**config.mk**
```make
export PLATFORM = sky130hd
export DESIGN_NAME = fwhtgs_bank
export DESIGN_NICKNAME = d
export VERILOG_FILES = /design/src/rtl/assert_macros.svh /design/src/rtl/fwhtgs_bank.sv
export SDC_FILE = /design/constraint.sdc
export NUM_CORES = 1
export LEC_CHECK = 0
export BUFFER_PORTS_ARGS = -buffer_cell sky130_fd_sc_hd__buf_2
export CAP_MARGIN = 10
export CORE_AREA = 2 2 304 306
export DETAILED_ROUTE_END_ITERATION = 12
export DIE_AREA = 0 0 306 308
export GPL_ROUTABILITY_DRIVEN = 0
export HOLD_SLACK_MARGIN = 0.02
export MAX_ROUTING_LAYER = met4
export PLACE_DENSITY = 0.77
export SETUP_SLACK_MARGIN = 0.4
export SLEW_MARGIN = 20
export SYNTH_ARGS = -nofsm -noshare
export SYNTH_HDL_FRONTEND = slang
export SYNTH_SLANG_ARGS = --single-unit
```
**constraint.sdc**
```tcl
create_clock -name clock -period 3.65 [get_ports clock]
set_clock_uncertainty 0.05 [all_clocks]
set_input_delay 0.5475 -clock clock [delete_from_list [all_inputs] [get_ports clock]]
set_output_delay 0.5475 -clock clock [all_outputs]
set_load 0.03 [all_outputs]
```
**src/rtl/assert_macros.svh**
```systemverilog
// Assertion macros used by the top level of the transform block.
`ifndef ASSERT_MACROS_SVH
`define ASSERT_MACROS_SVH

// A condition that must hold on every clock edge outside reset.
`define ASSERT_ALWAYS(label, cond) \
   label: assert property (@(posedge clock) disable iff (reset) (cond)) \
      else $error("assertion failed: invariant");

// A consequence that must hold in the same cycle as its antecedent.
`define ASSERT_SAME(label, ante, cons) \
   label: assert property (@(posedge clock) disable iff (reset) (ante) |-> (cons)) \
      else $error("assertion failed: same-cycle implication");

// A consequence that must hold in the cycle after its antecedent.
`define ASSERT_NEXT(label, ante, cons) \
   label: assert property (@(posedge clock) disable iff (reset) (ante) |=> (cons)) \
      else $error("assertion failed: next-cycle implication");

`endif

```
**src/rtl/fwhtgs_bank.sv**
```systemverilog
// One bank of the coefficient store: one write port and one registered read port.
module fwhtgs_bank #(
   parameter int AW = 6,
   parameter int DW = 23
) (
   input  logic          clock,
   input  logic          wr_en,
   input  logic [AW-1:0] wr_addr,
   input  logic [DW-1:0] wr_data,
   input  logic [AW-1:0] rd_addr,
   output logic [DW-1:0] rd_data
);

   logic [DW-1:0] mem [2**AW];
   logic [DW-1:0] rd_data_ff;

   always_ff @(posedge clock) begin
      if (wr_en) begin
         mem[wr_addr] <= wr_data;
      end
   end

   always_ff @(posedge clock) begin
      rd_data_ff <= mem[rd_addr];
   end

   assign rd_data = rd_data_ff;

endmodule

```
==> out/qor.yml <==
final_layout:
  regArea_mm2: 0.0447
  areaGrowthSynthToFinish_pct: 12.7
  fill_cells: 5039
  drive_above_1_share_pct: 31.3
  fin_cells: 3989
  multi_input_area_mm2: 0.0115
  nNetsFinal: 2719
  design_area_mm2: 0.0639
global_route:
  grt_pass1_wl_um: 199000
  grt_use_met3_pct: 7.30
  antenna_found_initial: 8
  grt_use_met2_pct: 46.2
  grt_max_degree: 74
  busiest_layer: "met2"
  grt-ovfl-total: 0
  grt_pass1_vias: 27953
  grt_util_met1_pct: 42.6
  track_usage_pct: 31.0
logic_synthesis:
  ys.flop_type: "edfxtp_1"
  yosysWarnings: 0
  synth.top_cells.by_count: "edfxtp_1 (1,472), mux4_2 (368), nor2_1 (78), mux2i_1 (71), clkbuf_1 (64)"
  synth_sequential_area_ratio_pct: 78.7
  synthesis.area_mm2: 0.0567
  syn_area_per_cell_um2: 23.2
  synth.distinct_cells: 37
  syn_inst: 2446
  synth_seq_cells: 1495
  synth_edf_count: 1472
  ys_top_cells_by_area: "edfxtp_1 (78%), mux4_2 (15%), mux2i_1 (1.3%)"
  synth.largest_area_cell: "edfxtp_1"
  async_reset_ff_share_pct: 0
  syn-num-nets: 2483
  synth_most_common_cell: "edfxtp_1"
  synth_top_area_share_pct: 77.9
setup_path:
  required_ps: 4140
  critPathMaxFanout: 67
  critPathKind: "in -> reg"
  cp_num_buf_inv: 2
  end_kind: "flop"
  crit_family: "compound AO/OA/AOI/OAI gates"
  critical_path.cell_chain: "buf_8, buf_12, mux4_2, mux4_2, o221ai_1, o21ai_1"
  cp_common_cell: "mux4_2"
  slowest_delay_ps: 690
  cpMaxStageDelayCell: "o221ai_1"
  crit_arrival_ps: 3440
  cp-start-kind: "input port"
floorplan:
  die_x_um: 306
  die_h_um: 308
  ios: 60
  rows: 111
  initial_core_util_pct: 62.4
  core-area_mm2: 0.0910
  die_area_mm2: 0.0942
timing:
  min_period_over_period_pct: 80.9
  setup_viol: 0
  rsz0062_at_grt: "false"
  fin_setup_tns_ps: 0
  period_needed_ps: 2950
  finalMaxSlewViolations: 0
  hold_viol: 0
  tightest_slew_ps: 1090
  fmax_mhz: 339
  max_slew_margin_pct: 27.4
  timing.hold.ws_ps: 233
routing:
  drcViolationCount: 0
  drt_wl_total_um: 138000
  first_iter_violations: 4177
  ant_nets: 0
  vias: 27858
  dr.pass1.iters: 5
  avgViaCountPerCell: 6.98
  wl_per_cell_um: 34.7
placement:
  port_buffers: 59
  dpl.cell_count: 3720
  place_hpwl_um: 77900
  place_area_mm2: 0.0594
cts:
  cts-resized-gates: 0
  clk_pin_slew_worst_paths_ps: 60
  tritoncts: "yes"
  cts_hold_buf: 0
  cts.path.max_buffers: 3
  cts_root_buffer: "clkbuf_16"
  cts_buffers: 144
  clock_latency_ps: 750
  htreeDepth: 4
  post_cts_buffers: 0
  clock_sink_count: 1495
pwr:
  p_leak_nw: 20.2
  powerDensity_mw_per_mm2: 550
  ir_drop_mv: 0.421
outcome:
  outcome: "complete, no violations"
run:
  drv_cap: 0
hold_path:
  hold_path.class: "in -> reg"
## cells by family after synthesis
kind of cell	count (synthesis)	share of synthesized area, %
multiplexers	453	16.1
flip-flops	1495	78.7
AO/OA/AOI/OAI	186	2.37
buffers and inverters	135	1.28
AND/OR/NAND/NOR	177	1.46
## report_power, final
group	total, mW	internal (mW)	switching (mW)
Clock	14.3	8.05	6.20
Sequential	19.1	19.0	0.0619
Combinational	1.86	0.666	1.20
## worst reg2reg max path, delay by kind of cell (launching register included)
family | cells | cell delay [ps]
mux | 2 | 980
compound gates | 2 | 1010
flops | 1 | 360
## routing by layer
layer	routed length, um	up-vias	part of all wire [%]
met5	0	-	0
met2	65800	2053	48
met1	50000	14534	36
met4	5230	0	3.8
li1	-	10965	-
met3	17400	306	13
## sequential cells by signal, summed over array words and instances (netlist names)
register,count
mem,1472
rd_data,23
## placed cells by master, fill, tap and decap left out, drive strengths merged, types with 4 or more instances in the layout
master	Yosys	layout
edfxtp	1472	1472
mux4	368	368
buf	71	225
clkbuf	64	189
nor2	78	78
mux2i	71	71
clkinv	0	54
a22oi	49	49
nand3	28	28
o21ai	26	26
a22o	23	23
a21oi	23	23
nand2	23	23
dfxtp	23	23
a221oi	22	22
a211oi	15	15
mux2	14	14
nor2b	12	12
o221ai	11	11
diode	0	8
nor3	8	8
nand3b	7	7
o22ai	7	7
bufinv	0	7
inv	0	7
a211o	5	5
and2	4	4
nand2b	4	4
and3	4	4
o32ai	4	4
## area by class of cell
class                           count  area share (%)
Sequential cell                  1495            69.8
Multi-Input combinational cell    816            18.0
Clock buffer                      189            6.09
Timing Repair Buffer              225            2.78
Tap cell                         1186            2.32
Clock inverter                     70           0.943
Antenna cell                        8          0.0313
## worst paths after layout
check,startpoint,endpoint,slack (ps),cells past startpoint
worst max-delay path,rd_addr[1],rd_data[7],700,6
worst min-delay path,wr_data[11],mem[63][11],230,1
worst max register to register,mem[11][7],rd_data[7],1040,4
worst min register to register,mem[21][1],rd_data[1],810,3
## metrics by stage
stage,power (mW),worst slack [ps],util [%]
3_5_place_dp,21.2,183,65.3
6_report,35.2,698,70.3
3_3_place_gp,21.2,192,65.3
5_1_grt,36.0,733,70.3
4_1_cts,35.3,924,70.2
2_1_floorplan,20.4,495,-
Note: power is estimated with default switching activity, not from simulation.
