===== src/rtl/assert_macros.svh =====
// Assertion macros used by the top level of the transform block.
`ifndef ASSERT_MACROS_SVH
`define ASSERT_MACROS_SVH

// A condition that must hold on every clock edge outside reset.
`define ASSERT_ALWAYS(label, cond) \
   label: assert property (@(posedge clock) disable iff (reset) (cond)) \
      else $error("assertion failed: invariant");

// A consequence that must hold in the same cycle as its antecedent.
`define ASSERT_SAME(label, ante, cons) \
   label: assert property (@(posedge clock) disable iff (reset) (ante) |-> (cons)) \
      else $error("assertion failed: same-cycle implication");

// A consequence that must hold in the cycle after its antecedent.
`define ASSERT_NEXT(label, ante, cons) \
   label: assert property (@(posedge clock) disable iff (reset) (ante) |=> (cons)) \
      else $error("assertion failed: next-cycle implication");

`endif


===== src/rtl/fwhtgs_pkg.sv =====
// Package with the payload types and fixed constants of the transform block.
package fwhtgs_pkg;

   localparam int SAMPLE_W   = 16;
   localparam int VALUE_W    = 24;
   localparam int SCALE_W    = 16;
   localparam int LOG_W      = 3;
   localparam int CSR_IDX_W  = 1;
   localparam int CSR_DATA_W = 16;

   localparam logic [CSR_IDX_W-1:0] CSR_LOG_GROUP_SIZE = 1'd0;
   localparam logic [CSR_IDX_W-1:0] CSR_SCALE_Q16      = 1'd1;

   localparam logic [LOG_W-1:0]   LOG_GROUP_SIZE_RESET = 3'd7;
   localparam logic [SCALE_W-1:0] SCALE_Q16_RESET      = 16'd5793;

   typedef struct packed {
      logic signed [SAMPLE_W-1:0] sample_even;
      logic signed [SAMPLE_W-1:0] sample_odd;
   } req_payload_type;

   typedef struct packed {
      logic signed [VALUE_W-1:0] value_even;
      logic signed [VALUE_W-1:0] value_odd;
      logic                      last_pair;
   } rsp_payload_type;

endpackage


===== src/rtl/fwhtgs_scale.sv =====
// Output scaling: Q0.16 multiply, floor shift by 16 and saturation to 24 bits.
module fwhtgs_scale #(
   parameter int EW = 23
) (
   input  logic                                    clock,
   input  logic                                    capture,
   input  logic signed [EW-1:0]                    coef_even,
   input  logic signed [EW-1:0]                    coef_odd,
   input  logic [fwhtgs_pkg::SCALE_W-1:0]          scale,
   output logic signed [fwhtgs_pkg::VALUE_W-1:0]   value_even,
   output logic signed [fwhtgs_pkg::VALUE_W-1:0]   value_odd
);

   localparam int PW = EW + fwhtgs_pkg::SCALE_W + 1;
   localparam int QW = PW - fwhtgs_pkg::SCALE_W;
   localparam int XW = (QW > fwhtgs_pkg::VALUE_W) ? QW : fwhtgs_pkg::VALUE_W;
   localparam int VW = fwhtgs_pkg::VALUE_W;

   logic signed [fwhtgs_pkg::SCALE_W:0] scale_s;
   logic signed [PW-1:0]                prod_even_ff;
   logic signed [PW-1:0]                prod_odd_ff;
   logic signed [PW-1:0]                prod_even_in;
   logic signed [PW-1:0]                prod_odd_in;

   // Dropping the low 16 bits of the two's complement product is a floor.
   function automatic logic signed [VW-1:0] saturate(input logic signed [PW-1:0] prod);
      logic signed [QW-1:0] q;
      logic signed [XW-1:0] qx;
      logic [XW-VW:0]       top;
      q   = prod[PW-1:fwhtgs_pkg::SCALE_W];
      qx  = XW'(q);
      top = qx[XW-1:VW-1];
      if ((&top) || !(|top)) begin
         saturate = qx[VW-1:0];
      end else if (qx[XW-1]) begin
         saturate = {1'b1, {(VW-1){1'b0}}};
      end else begin
         saturate = {1'b0, {(VW-1){1'b1}}};
      end
   endfunction

   always_comb begin
      scale_s      = $signed({1'b0, scale});
      prod_even_in = PW'(coef_even) * PW'(scale_s);
      prod_odd_in  = PW'(coef_odd) * PW'(scale_s);
   end

   always_ff @(posedge clock) begin
      if (capture) begin
         prod_even_ff <= prod_even_in;
         prod_odd_ff  <= prod_odd_in;
      end
   end

   assign value_even = saturate(prod_even_ff);
   assign value_odd  = saturate(prod_odd_ff);

endmodule


===== config.mk =====
export PLATFORM = sky130hd
export DESIGN_NAME = fwhtgs_scale
export DESIGN_NICKNAME = d
export VERILOG_FILES = /design/src/rtl/assert_macros.svh /design/src/rtl/fwhtgs_pkg.sv /design/src/rtl/fwhtgs_scale.sv
export SDC_FILE = /design/constraint.sdc
export NUM_CORES = 2
export LEC_CHECK = 0
export BUFFER_PORTS_ARGS = -buffer_cell sky130_fd_sc_hd__buf_2
export CORE_MARGIN = 5
export CORE_UTILIZATION = 70
export CTS_BUF_LIST = sky130_fd_sc_hd__clkbuf_2 sky130_fd_sc_hd__clkbuf_4 sky130_fd_sc_hd__clkbuf_8
export CTS_CLUSTER_SIZE = 8
export DETAILED_ROUTE_END_ITERATION = 8
export GPL_ROUTABILITY_DRIVEN = 0
export PLACE_DENSITY = 0.93
export SKIP_LAST_GASP = 1
export SLEW_MARGIN = 25
export SYNTH_ARGS = -nofsm -noshare
export SYNTH_HDL_FRONTEND = slang
export SYNTH_SLANG_ARGS = --single-unit

===== constraint.sdc =====
create_clock -name clock -period 13.75 [get_ports clock]
set_clock_uncertainty 0.05 [all_clocks]
set_input_delay 0.6875 -clock clock [delete_from_list [all_inputs] [get_ports clock]]
set_output_delay 0.6875 -clock clock [all_outputs]
set_load 0.005 [all_outputs]

==> qor.yml <==
status: "finished clean"
htreeDepth: 2
clkTransAtPathRegs_ns: 0.09
worst-path-max-fanout: 46
async_reset_ff_frac: 0
drive_above_1_share: 0.04489
viasPerCell: 5.767
io_buffer_count: 111
dr.pass1.iters: 6
num-nets-final: 3964
synth_nets: 3962
grt_remaining_overflow: 0
root_buffer: "clkbuf_8"
finalCritPeriodShare: 0.5292
worstSetupEndpointType: "flop"
grt_pass1_vias: 23902
busiest_layer: "met2"
tns_ns: 0
min_period_ns: 7.276
slew_headroom: 0.2467
met1_usage: 0.3603
vias: 20224
ys_warn_count: 0
hold_violations: 0
wl_per_cell_um: 18.53
track_usage: 0.3164
cts_inserted_buffers: 5
drc_errors: 0
grt_max_degree: 49
cts_setup_buffers: 0
start_util: 0.7075
die_area_um2: 43210
rsz0062_at_grt: "false"
num_rows: 72
final_max_slew_viol_count: 0
ios: 112
synth_edf_count: 48
grt_pass1_wl_um: 110500
antenna_left: 0
die_y_um: 207.9
setup_viol: 0
ys.flop_type: "edfxtp_1"
hold_path_class: "input port to flop"
drt_iter0_drc: 1692
gr-usage-met2: 0.5632
syn_avg_cell_area_um2: 9.191
yosysSeqAreaShare: 0.05259
cp.required_ns: 13.81
clock_path_buffers: 2
antenna_found_initial: 3
tritoncts: "done"
tightest_slew_ns: 1.130
cts.sinks: 48
fin_util: 0.7304
nFillCells: 2612
ys_types: 53
dp_hpwl_um: 51900
drv_cap: 0
crit_type: "input port to flop"
ctsResizeCount: 0
hold_buffers: 0
coreArea_um2: 38740
cp-start-kind: "input port"
drt-total-wl_um: 64980
ys_ff_latch: 48
fmax_ghz: 0.1374
arrival_ns: 7.34
grtUsageMet3: 0.05032
netlist_instances: 2982
netlist_area_um2: 27410
synthToLayoutAreaGrowth_pct: 3.237
die_x_um: 207.9
layer usage:
layer  wire (um)  vias up
li1            -     8472
met1       21080    10221
met2       34490     1129
met3        5041      402
met4        4369        0
met5           0        -
per-stage QoR:
step | area [um^2] | setup WS, ns | hold slack, ns | cells
6_report | 28290 | 6.474 | 0.9534 | 3507
5_1_grt | 28290 | 6.214 | 0.9796 | 3505
2_1_floorplan | 27410 | 7.053 | 0.7500 | 2982
4_1_cts | 28280 | 6.609 | 0.9515 | 3503
3_3_place_gp | 28200 | 6.493 | 1.040 | 3495
3_5_place_dp | 28200 | 6.230 | 1.035 | 3495
cell usage in the layout (no fill, tap or decap), types with 3 or more instances in the layout:
master,instances
nor2_1,32
nand4_1,5
a21o_1,20
diode_2,4
nand3_1,8
xor2_1,19
a21boi_1,4
ha_1,194
fa_1,722
o31a_1,3
o21ai_0,11
edfxtp_1,48
o21ai_1,5
and4_1,4
xnor2_1,36
and3_1,6
nor3_1,9
nand2b_1,3
nand2_1,478
and2_1,281
o211ai_1,3
a211oi_1,6
buf_4,6
buf_2,111
nor2b_1,3
inv_1,871
a21oi_1,44
a211o_1,3
o21a_1,8
clkbuf_8,5
a31oi_1,3
critical path, stage by stage:
cell      delay, ns
buf_2          0.81
nand2_1        0.27
fa_1           0.66
inv_1          0.14
fa_1           0.74
inv_1          0.17
fa_1           0.44
fa_1           0.54
inv_1          0.06
fa_1           0.53
inv_1          0.05
fa_1           0.47
inv_1          0.04
ha_1           0.33
a21o_1         0.18
a21o_1         0.17
a211oi_2       0.29
nand2_1        0.14
a21o_1         0.22
a211oi_1       0.27
nor3_1         0.08
sequential cells by signal (all words and copies together), names as in the netlist:
register	count
prod_even_ff	24
prod_odd_ff	24
kinds of logic after synthesis:
logic type      Yosys count  share of synthesized area
compound gates          133                    0.03310
simple gates            837                     0.1448
fa+ha+maj               916                     0.6159
flops                    48                    0.05259
buf+inv                 993                     0.1360
xor+xnor                 55                    0.01758
worst paths after layout:
check                 startpoint  cells past startpoint  slack, ns         endpoint
worst max-delay path    scale[3]                     21       6.47  prod_odd_ff[36]
worst min-delay path     capture                      2       0.95  prod_odd_ff[39]
cell type report:
| type | count | area [um^2] | area share |
|---|---|---|---|
| clock buffer | 7 | 83.83 | 0.002963 |
| clock inverter | 1 | 3.754 | 0.0001327 |
| inverter | 871 | 3269 | 0.1155 |
| antenna | 4 | 10.01 | 0.0003538 |
| tap | 518 | 648.1 | 0.02291 |
| timing repair buffer | 117 | 600.6 | 0.02123 |
| multi-input combinational | 1941 | 22240 | 0.7859 |
| sequential | 48 | 1441 | 0.05094 |
synth_stat cells (2+ instances only):
master | count | area [um^2]
a211o_1 | 3 | 26.28
a211oi_1 | 6 | 45.04
a21boi_1 | 4 | 30.03
a21o_1 | 20 | 150.1
a21oi_1 | 44 | 220.2
a221oi_1 | 2 | 17.52
a31oi_1 | 3 | 18.77
a31oi_2 | 2 | 25.02
and2_1 | 281 | 1758
and3_1 | 6 | 37.54
and4_1 | 4 | 35.03
clkbuf_1 | 121 | 454.2
edfxtp_1 | 48 | 1441
fa_1 | 722 | 14450
ha_1 | 194 | 2427
inv_1 | 871 | 3269
nand2_1 | 478 | 1794
nand2b_1 | 3 | 18.77
nand3_1 | 8 | 40.04
nand4_1 | 5 | 31.28
nor2_1 | 32 | 120.1
nor2b_1 | 3 | 18.77
nor3_1 | 9 | 45.04
nor4_1 | 2 | 12.51
o211ai_1 | 3 | 22.52
o21a_1 | 8 | 60.06
o21ai_0 | 11 | 55.05
o21ai_1 | 5 | 25.02
o21bai_1 | 2 | 15.01
o221ai_1 | 2 | 17.52
o31a_1 | 3 | 26.28
o31ai_1 | 2 | 15.01
or3_1 | 2 | 12.51
xnor2_1 | 36 | 315.3
xor2_1 | 19 | 166.4
Power is not shown: default switching activity piles up to over one toggle a cycle in this logic, so the estimate is an artifact.
