## config.mk

```make
export PLATFORM = sky130hd
export DESIGN_NAME = fwhtgs_bfly
export DESIGN_NICKNAME = d
export VERILOG_FILES = /design/src/rtl/assert_macros.svh /design/src/rtl/fwhtgs_bfly.sv
export SDC_FILE = /design/constraint.sdc
export NUM_CORES = 1
export LEC_CHECK = 0
export CAP_MARGIN = 20
export CORE_ASPECT_RATIO = 1.1
export CORE_UTILIZATION = 34
export DETAILED_ROUTE_END_ITERATION = 8
export DONT_BUFFER_PORTS = 1
export SLEW_MARGIN = 20
export SYNTH_ARGS = -nofsm -noshare
export SYNTH_HDL_FRONTEND = slang
export SYNTH_SLANG_ARGS = --single-unit
```

## constraint.sdc

```tcl
create_clock -name vclk -period 3.6
set_input_delay 0.18 -clock vclk [all_inputs]
set_output_delay 0.18 -clock vclk [all_outputs]
set_load 0.01 [all_outputs]
```

## src/rtl/assert_macros.svh

```systemverilog
// Assertion macros used by the top level of the transform block.
`ifndef ASSERT_MACROS_SVH
`define ASSERT_MACROS_SVH

// A condition that must hold on every clock edge outside reset.
`define ASSERT_ALWAYS(label, cond) \
   label: assert property (@(posedge clock) disable iff (reset) (cond)) \
      else $error("assertion failed: invariant");

// A consequence that must hold in the same cycle as its antecedent.
`define ASSERT_SAME(label, ante, cons) \
   label: assert property (@(posedge clock) disable iff (reset) (ante) |-> (cons)) \
      else $error("assertion failed: same-cycle implication");

// A consequence that must hold in the cycle after its antecedent.
`define ASSERT_NEXT(label, ante, cons) \
   label: assert property (@(posedge clock) disable iff (reset) (ante) |=> (cons)) \
      else $error("assertion failed: next-cycle implication");

`endif

```

## src/rtl/fwhtgs_bfly.sv

```systemverilog
// Shared butterfly unit: sum and difference of two coefficients, routed to the banks.
module fwhtgs_bfly #(
   parameter int EW = 23
) (
   input  logic                 swap,
   input  logic signed [EW-1:0] rd_data0,
   input  logic signed [EW-1:0] rd_data1,
   output logic signed [EW-1:0] wr_data0,
   output logic signed [EW-1:0] wr_data1
);

   logic signed [EW-1:0] op_a;
   logic signed [EW-1:0] op_b;
   logic signed [EW-1:0] sum;
   logic signed [EW-1:0] diff;

   // The lower index of the butterfly lives in bank 1 when swap is set.
   always_comb begin
      op_a     = swap ? rd_data1 : rd_data0;
      op_b     = swap ? rd_data0 : rd_data1;
      sum      = op_a + op_b;
      diff     = op_a - op_b;
      wr_data0 = swap ? diff : sum;
      wr_data1 = swap ? sum : diff;
   end

endmodule

```

==> impl_metrics.yaml, run 1 <==
grt:
  grt-ovfl-total: 0
  grt_pass1_vias: 3219
  grt_usage: 0.182
  grt_antenna_before_repair: 0
  grt_start_max_net_pins: 96
  grt_pass1_wl_um: 16000
power_and_ir_drop:
  p_switching_mw: 0.616
  switching_share: 0.643
  p_leak_nw: 1.46
  p_int_mw: 0.342
  power_mw: 0.959
  power.density_nw_per_um2: 280
  ir_worst_vdd_mv: 0.120
  pwr-share-comb: 1.000
  power_frac_seq: 0
  clkPwrFrac: 0
route:
  drt_iter0_drc: 180
  drc: 4
  wire_per_inst_um: 17.6
  viasPerCell: 5.91
  drt.antenna.violating_nets: 0
  routed_wl_um: 10100
  dr.pass1.iters: 9
  vias: 3401
timing:
  timing.final.crit_share: 0.868
  worstMarginPinSlew_ps: 943
  drv_slew: 0
  grt_setup_unrepaired: "no"
  setup_tns_ps: 0
  setup_violations: 0
  max_freq_mhz: 320
  final_hold_viol_count: 0
  period_minus_slack_ps: 3130
  max-slew-margin-rel: 0.371
cells_and_area:
  diodes: 0
  seqCellArea_um2: 0
  nFillCells: 1082
  flops_and_latches: 0
  areaGrowthSynthToFinish_pct: -1.34
  nClkBuffers: 0
  layout-drive-gt1-share: 0.0791
  multi_input_area_um2: 3080
  fin_nets: 550
yosys:
  syn_nets: 574
  synth_most_common_cell: "a21oi_1"
  ys_seq_area_frac: 0
  synth_cells: 481
  synth_cell_types: 64
  yosysTopAreaCellShare: 0.159
  syn_area_um2: 3470
  synth_top_area_cell: "ha_1"
  ys_top_cells_by_count: "a21oi_1, inv_1, ha_1"
  yosys_warnings: 0
  avgSynthCellArea_um2: 7.21
  synth_area_leaders: "ha_1, mux2i_1, xnor2_1, mux2_2, a21oi_1"
floorplan:
  initial_utilization: 0.351
  die_h_um: 108
  die_w_um: 98.3
  ios: 93
  rows: 38
  core_area_um2: 9890
  dieArea_um2: 10600
setup_path:
  crit_required_ps: 3420
  cp-end-kind: "output pin"
  crit_path_start_kind: "primary input"
  crit_start: "swap"
  worst_ep_arrival_time_ps: 2950
  critPathKind: "in -> out"
  critical_path_peak_fanout: 95
placed_design:
  gp_congestion: 0.824
  port-buffer-count: 0
  detailedPlacementHpwl_um: 8220
min_path:
  worst_hold_path.endpoint: "wr_data0[12]"
  hold_start: "swap"
  worstHoldPathType: "in -> out"
  hold_depth: 1
outcome:
  status: "complete, but fails checks"
  violations: "DRC"
cts:
  post_cts_resize_count: 0
  cts_setup_buffers: 0
  ctsHoldBuffers: 0
job:
  max_cap_viol_count: 0
layout make-up:
type,count,share of cell area
inverter,49,0.0538
multi-input combinational,405,0.900
tap,120,0.0439
timing repair buffer,1,0.00219
power by group through the flow:
stage | Clock, mW | Combinational (mW) | Sequential [mW]
after floorplan | 0 | 0.811 | 0
after global placement | 0 | 0.945 | 0
after detailed placement | 0 | 0.952 | 0
after CTS | 0 | 0.958 | 0
after global routing | 0 | 1.05 | 0
final | 0 | 0.959 | 0
kinds of logic after synthesis:
family	Yosys count	synth area share
buffers and inverters	76	0.112
XOR/XNOR	42	0.106
adder cells (fa/ha/maj)	46	0.170
AO/OA/AOI/OAI	148	0.275
multiplexers	62	0.188
AND/OR/NAND/NOR	107	0.149
metal layers:
layer  wire, um  part of all wire  track usage  vias up
met5          0                 0            0        -
met4        149             0.015       0.0288        0
met3        599             0.059       0.0234       16
met2       5010              0.50        0.339      108
met1       4350              0.43        0.228     1596
li1           -                 -            -     1681
cell usage in the layout, fill, tap and decap left out, types with 6 or more instances in the layout:
cell type / Yosys / layout
o31ai_1: 13 / 13
xnor2_1: 40 / 40
mux2_2: 24 / 24
ha_1: 44 / 44
mux2i_1: 38 / 38
nand3_1: 10 / 10
o21ai_0: 25 / 25
a31oi_1: 10 / 10
a21oi_1: 51 / 51
inv_1: 46 / 46
nor3_1: 9 / 9
o21bai_1: 6 / 6
nand2_1: 31 / 31
nor2_1: 29 / 29
o211ai_1: 6 / 6
nor2b_1: 8 / 8
per-stage QoR:
| stage | instances | setup WS [ps] | instance area [um2] | hold slack (ps) | util |
|---|---|---|---|---|---|
| global route | 575 | 367 | 3420 | 491 | 0.346 |
| CTS | 575 | 553 | 3420 | 477 | 0.346 |
| finish | 575 | 474 | 3420 | 503 | 0.346 |
| floorplan | 481 | 85.7 | 3470 | 602 | - |
| global placement | 575 | 575 | 3420 | 475 | 0.346 |
| detailed placement | 575 | 580 | 3420 | 472 | 0.346 |
worst max-delay path by stage:
stage	slack, ps	end	depth (start not counted)
final	470	wr_data0[16]	10
after global routing	370	wr_data1[16]	11
after CTS	550	wr_data0[16]	10
after detailed placement	580	wr_data1[20]	10
after global placement	570	wr_data0[16]	10
after floorplan	90	wr_data0[18]	13
critical path: stages:
cell,delay (ps)
mux2_2,330
ha_1,210
fa_1,410
nor2b_1,170
o21ai_2,180
a31oi_1,190
o41ai_1,680
nand3_1,180
mux2i_1,200
xnor2_1,200
Note: power is estimated with default switching activity, not from simulation.
==> run 2: changes to the inputs <==
==> constraint.sdc (replaced) <==
create_clock -name vclk -period 3.6
set_input_delay 0.54 -clock vclk [all_inputs]
set_output_delay 0.54 -clock vclk [all_outputs]
set_load 0.01 [all_outputs]
==> run 2 against run 1 <==
  * The flow still finishes with violations (DRC)
  * Final cell count rose by 6.1%
  * Via count rose by 2.5%
  * Routed wire length rose by 4.6%
  * Global-route usage rose by 0.88 points
  * First-iteration DRC count fell by 24%
  * Hold slack improved by 640 ps
  * Critical path depth did not move
  * Clock-buffer cell count did not move
  * Total power rose by 16%
  * Design area rose by 14%
  * Die area did not move
  * Worst setup slack got worse by 400 ps
  * Critical path type unchanged
  * Largest power group unchanged
==> impl_metrics.yaml, run 2 (synthesis gave the netlist of run 1 again) <==
outcome:
  status: "complete, but fails checks"
  violations: "DRC"
cts:
  ctsHoldBuffers: 0
floorplan:
  die_h_um: 108
  rows: 38
  die_w_um: 98.3
  ios: 93
  core_area_um2: 9890
  initial_utilization: 0.351
  dieArea_um2: 10600
placed_design:
  detailedPlacementHpwl_um: 8590
  place_area_um2: 3760
  port-buffer-count: 0
  dpl_worst_slack_ps: 20.5
  gp_congestion: 0.939
power_and_ir_drop:
  p_int_mw: 0.453
  power.density_nw_per_um2: 286
  p_switching_mw: 0.663
  power_frac_seq: 0
  p_leak_nw: 1.65
  pwr-share-comb: 1.000
  ir_worst_vdd_mv: 0.128
  clkPwrFrac: 0
  switching_share: 0.594
timing:
  setup_violations: 0
  period_minus_slack_ps: 3530
  worstMarginPinSlew_ps: 1030
  timing.hold.ws_ps: 1150
  timing.final.crit_share: 0.980
  max-slew-margin-rel: 0.312
  max_freq_mhz: 283
  final_hold_viol_count: 0
  drv_slew: 0
  fin_ws_ps: 70.7
route:
  drc: 7
  drt.antenna.violating_nets: 0
  wire_per_inst_um: 17.3
  vias: 3485
  dr.pass1.iters: 7
  viasPerCell: 5.71
  routed_wl_um: 10600
  drt_iter0_drc: 136
cells_and_area:
  final_common_cell: "inv_1"
  stdcell_area_um2: 3900
  areaGrowthSynthToFinish_pct: 12.6
  post-route-util: 0.395
  layout-drive-gt1-share: 0.208
  layout_common_cells: "inv_1, a21oi_1, xnor2_1"
  diodes: 0
  fin_nets: 585
  nClkBuffers: 0
  seqCellArea_um2: 0
  flops_and_latches: 0
setup_path:
  critPathKind: "in -> out"
  worst_ep_arrival_time_ps: 2990
  crit_required_ps: 3060
  critical_path_peak_fanout: 95
  cp-end-kind: "output pin"
  crit_path_start_kind: "primary input"
grt:
  grt_pass1_vias: 3523
  grt_usage: 0.191
  grt_pass1_wl_um: 16800
  grt-ovfl-total: 0
  grt_start_max_net_pins: 96
  grt_antenna_before_repair: 0
job:
  max_cap_viol_count: 0
min_path:
  worstHoldPathType: "in -> out"
[run 2: cell types whose count changed in the layout (fill, tap and decap cells not counted), sizes merged]
cell  before  now
buf        1   36
[run 2: worst max-delay path, cell delays in order]
cell and delay (ps):
mux2_2 350, ha_1 350, a21oi_1 210, o221ai_1 210, a32oi_1 260, o211ai_1 130, buf_4 200, a32oi_1 210
o31ai_1 130, xnor2_1 370
[run 2: routing by layer]
layer	routed length [um]	track usage	vias to the layer above
met5	0	0	-
met2	5410	0.365	111
met1	4380	0.235	1608
li1	-	-	1751
met3	591	0.0136	15
met4	179	0.0384	0
[run 2: repair_timing]
| action | CTS | global route |
|---|---|---|
| buffers inserted | 0 | 1 |
| resized for setup | 0 | 30 |
| setup endpoints to repair | 0 | 21 |
[run 2: final timing paths]
| kind | from | endpoint | slack [ps] | depth (start not counted) |
|---|---|---|---|---|
| min | swap | wr_data0[12] | 1150 | 1 |
| max | swap | wr_data1[21] | 70 | 10 |
[run 2: power groups by stage]
stage	combinational [mW]	sequential, mW	clock, mW
final	1.12	0	0
after global routing	1.22	0	0
after CTS	1.07	0	0
after detailed placement	1.07	0	0
after global placement	1.06	0	0
after floorplan	0.839	0	0
[run 2: per-stage QoR]
stage | total power [mW] | TNS [ps] | cells
4_1_cts | 1.07 | 0 | 609
3_3_place_gp | 1.06 | 0 | 609
5_1_grt | 1.22 | -18.6 | 610
6_report | 1.12 | 0 | 610
3_5_place_dp | 1.07 | 0 | 609
2_1_floorplan | 0.839 | -479 | 481
[run 2: final cells by class]
| class | instances | area, um2 |
|---|---|---|
| inverter | 49 | 184 |
| timing repair buffer | 36 | 270 |
| fill | 1072 | 5990 |
| multi-input combinational | 405 | 3300 |
| tap | 120 | 150 |
==> run 3: changes to the inputs <==
- CORE_UTILIZATION: 34 -> 62
- PLACE_DENSITY: unset -> 0.81
- TNS_END_PERCENT: unset -> 50
==> run 3 against run 2 <==
  * The run now ends clean
  * Non-clock buffer count shrank 15
  * Hold slack lost 5.7 ps
  * Global-route usage grew 12 points
  * Combinational power shrank 7%
  * Total power shrank 6.8%
  * Flip-flop and latch count is the same
  * Final cell count shrank 9.8%
  * Design area shrank 5.6%
  * Largest cell class unchanged
==> impl_metrics.yaml, run 3 (synthesis gave the netlist of run 1 again) <==
cells_and_area:
  areaGrowthSynthToFinish_pct: 6.32
  nFillCells: 501
  layout-drive-gt1-share: 0.162
  multi_input_area_um2: 3250
  seqCellArea_um2: 0
  layout_common_cells: "inv_1, a21oi_1, ha_1, xnor2_1, mux2i_1"
  final_common_cell: "inv_1"
  fin_nets: 570
  flops_and_latches: 0
  diodes: 0
  nClkBuffers: 0
setup_path:
  crit_buf_inv: 0
  critPathCapture: "wr_data1[22]"
  path_cells: "mux2_2 -> ha_1 -> or3_4 -> a211o_1 -> a311oi_2 -> or4_4 -> nand4_2 -> a31oi_1 -> xnor2_1"
  crit_required_ps: 3060
  worst_ep_arrival_time_ps: 3010
  critPathKind: "in -> out"
  cpPeakStageDelay_ps: 440
  cp-end-kind: "output pin"
  path_delay_family: "simple AND/OR/NAND/NOR gates"
  path_depth: 9
  critical_path_peak_fanout: 95
  crit_start: "swap"
  crit_path_start_kind: "primary input"
  crit_slowest_cell: "or3_4"
outcome:
  status: "complete, no violations"
route:
  dr.pass1.iters: 4
  drt_iter0_drc: 159
  drt.antenna.violating_nets: 0
  viasPerCell: 6.45
  vias: 3549
  wire_per_inst_um: 17.3
  routed_wl_um: 9510
  drc: 0
grt:
  grt-ovfl-total: 0
  grt_pass1_vias: 3294
  grt_usage: 0.309
  grt_pass1_wl_um: 14800
  grt_start_max_net_pins: 96
  grt_antenna_before_repair: 0
timing:
  drv_slew: 0
  setup_tns_ps: 0
  setup_violations: 0
  max-slew-margin-rel: 0.394
  max_freq_mhz: 281
  grt_setup_unrepaired: "yes"
  period_minus_slack_ps: 3550
  timing.final.crit_share: 0.987
  final_hold_viol_count: 0
  timing.hold.ws_ps: 1140
  worstMarginPinSlew_ps: 908
placed_design:
  gp_congestion: 0.981
  detailedPlacementHpwl_um: 7670
  port-buffer-count: 0
power_and_ir_drop:
  power.density_nw_per_um2: 282
  ir_worst_vdd_mv: 0.166
  p_leak_nw: 1.58
floorplan:
  rows: 28
  initial_utilization: 0.643
  die_h_um: 80.4
  core_area_um2: 5400
  die_w_um: 73.3
  dieArea_um2: 5900
  ios: 93
job:
  max_cap_viol_count: 0
cts:
  ctsHoldBuffers: 0
min_path:
  worstHoldPathType: "in -> out"
## run 3: worst min-delay path by stage
stage | slack [ps] | cells past startpoint | start | endpoint
after floorplan | 1320 | 2 | rd_data1[22] | wr_data0[22]
after global placement | 1140 | 1 | swap | wr_data0[12]
after detailed placement | 1140 | 1 | swap | wr_data0[12]
after CTS | 1140 | 1 | swap | wr_data0[12]
after global routing | 1140 | 1 | swap | wr_data0[12]
final | 1140 | 1 | swap | wr_data0[12]
## run 3: cell type report
| cell class | count | area share |
|---|---|---|
| inverters | 49 | 0.0499 |
| multi-input cells | 405 | 0.882 |
| well taps | 75 | 0.0255 |
| repair buffers | 21 | 0.0428 |
## run 3: timing repair
action | CTS | global route
endpoints found under the setup margin | 0 | 17
resized for setup | 0 | 18
setup buffers | 0 | 2
## run 3: where the power goes
part | leakage (nW) | internal [mW] | switching [mW]
Sequential | 0 | 0 | 0
Combinational | 1.58 | 0.401 | 0.639
Clock | 0 | 0 | 0
Total | 1.58 | 0.401 | 0.639
## run 3: metrics by stage
stage	setup slack [ps]	utilization	area, um2	total power, mW	cells
after CTS	12.1	0.664	3580	0.999	548
after global placement	119	0.664	3580	0.976	548
after detailed placement	22.0	0.664	3580	0.993	548
after floorplan	-91.0	-	3630	0.839	481
after global routing	-1.26	0.683	3690	1.13	550
final	46.8	0.683	3690	1.04	550
## run 3: per-layer routing
layer | track usage | part of all wire
met1 | 0.346 | 0.39
met2 | 0.612 | 0.52
met3 | 0.0314 | 0.058
met4 | 0.0673 | 0.026
met5 | 0 | 0
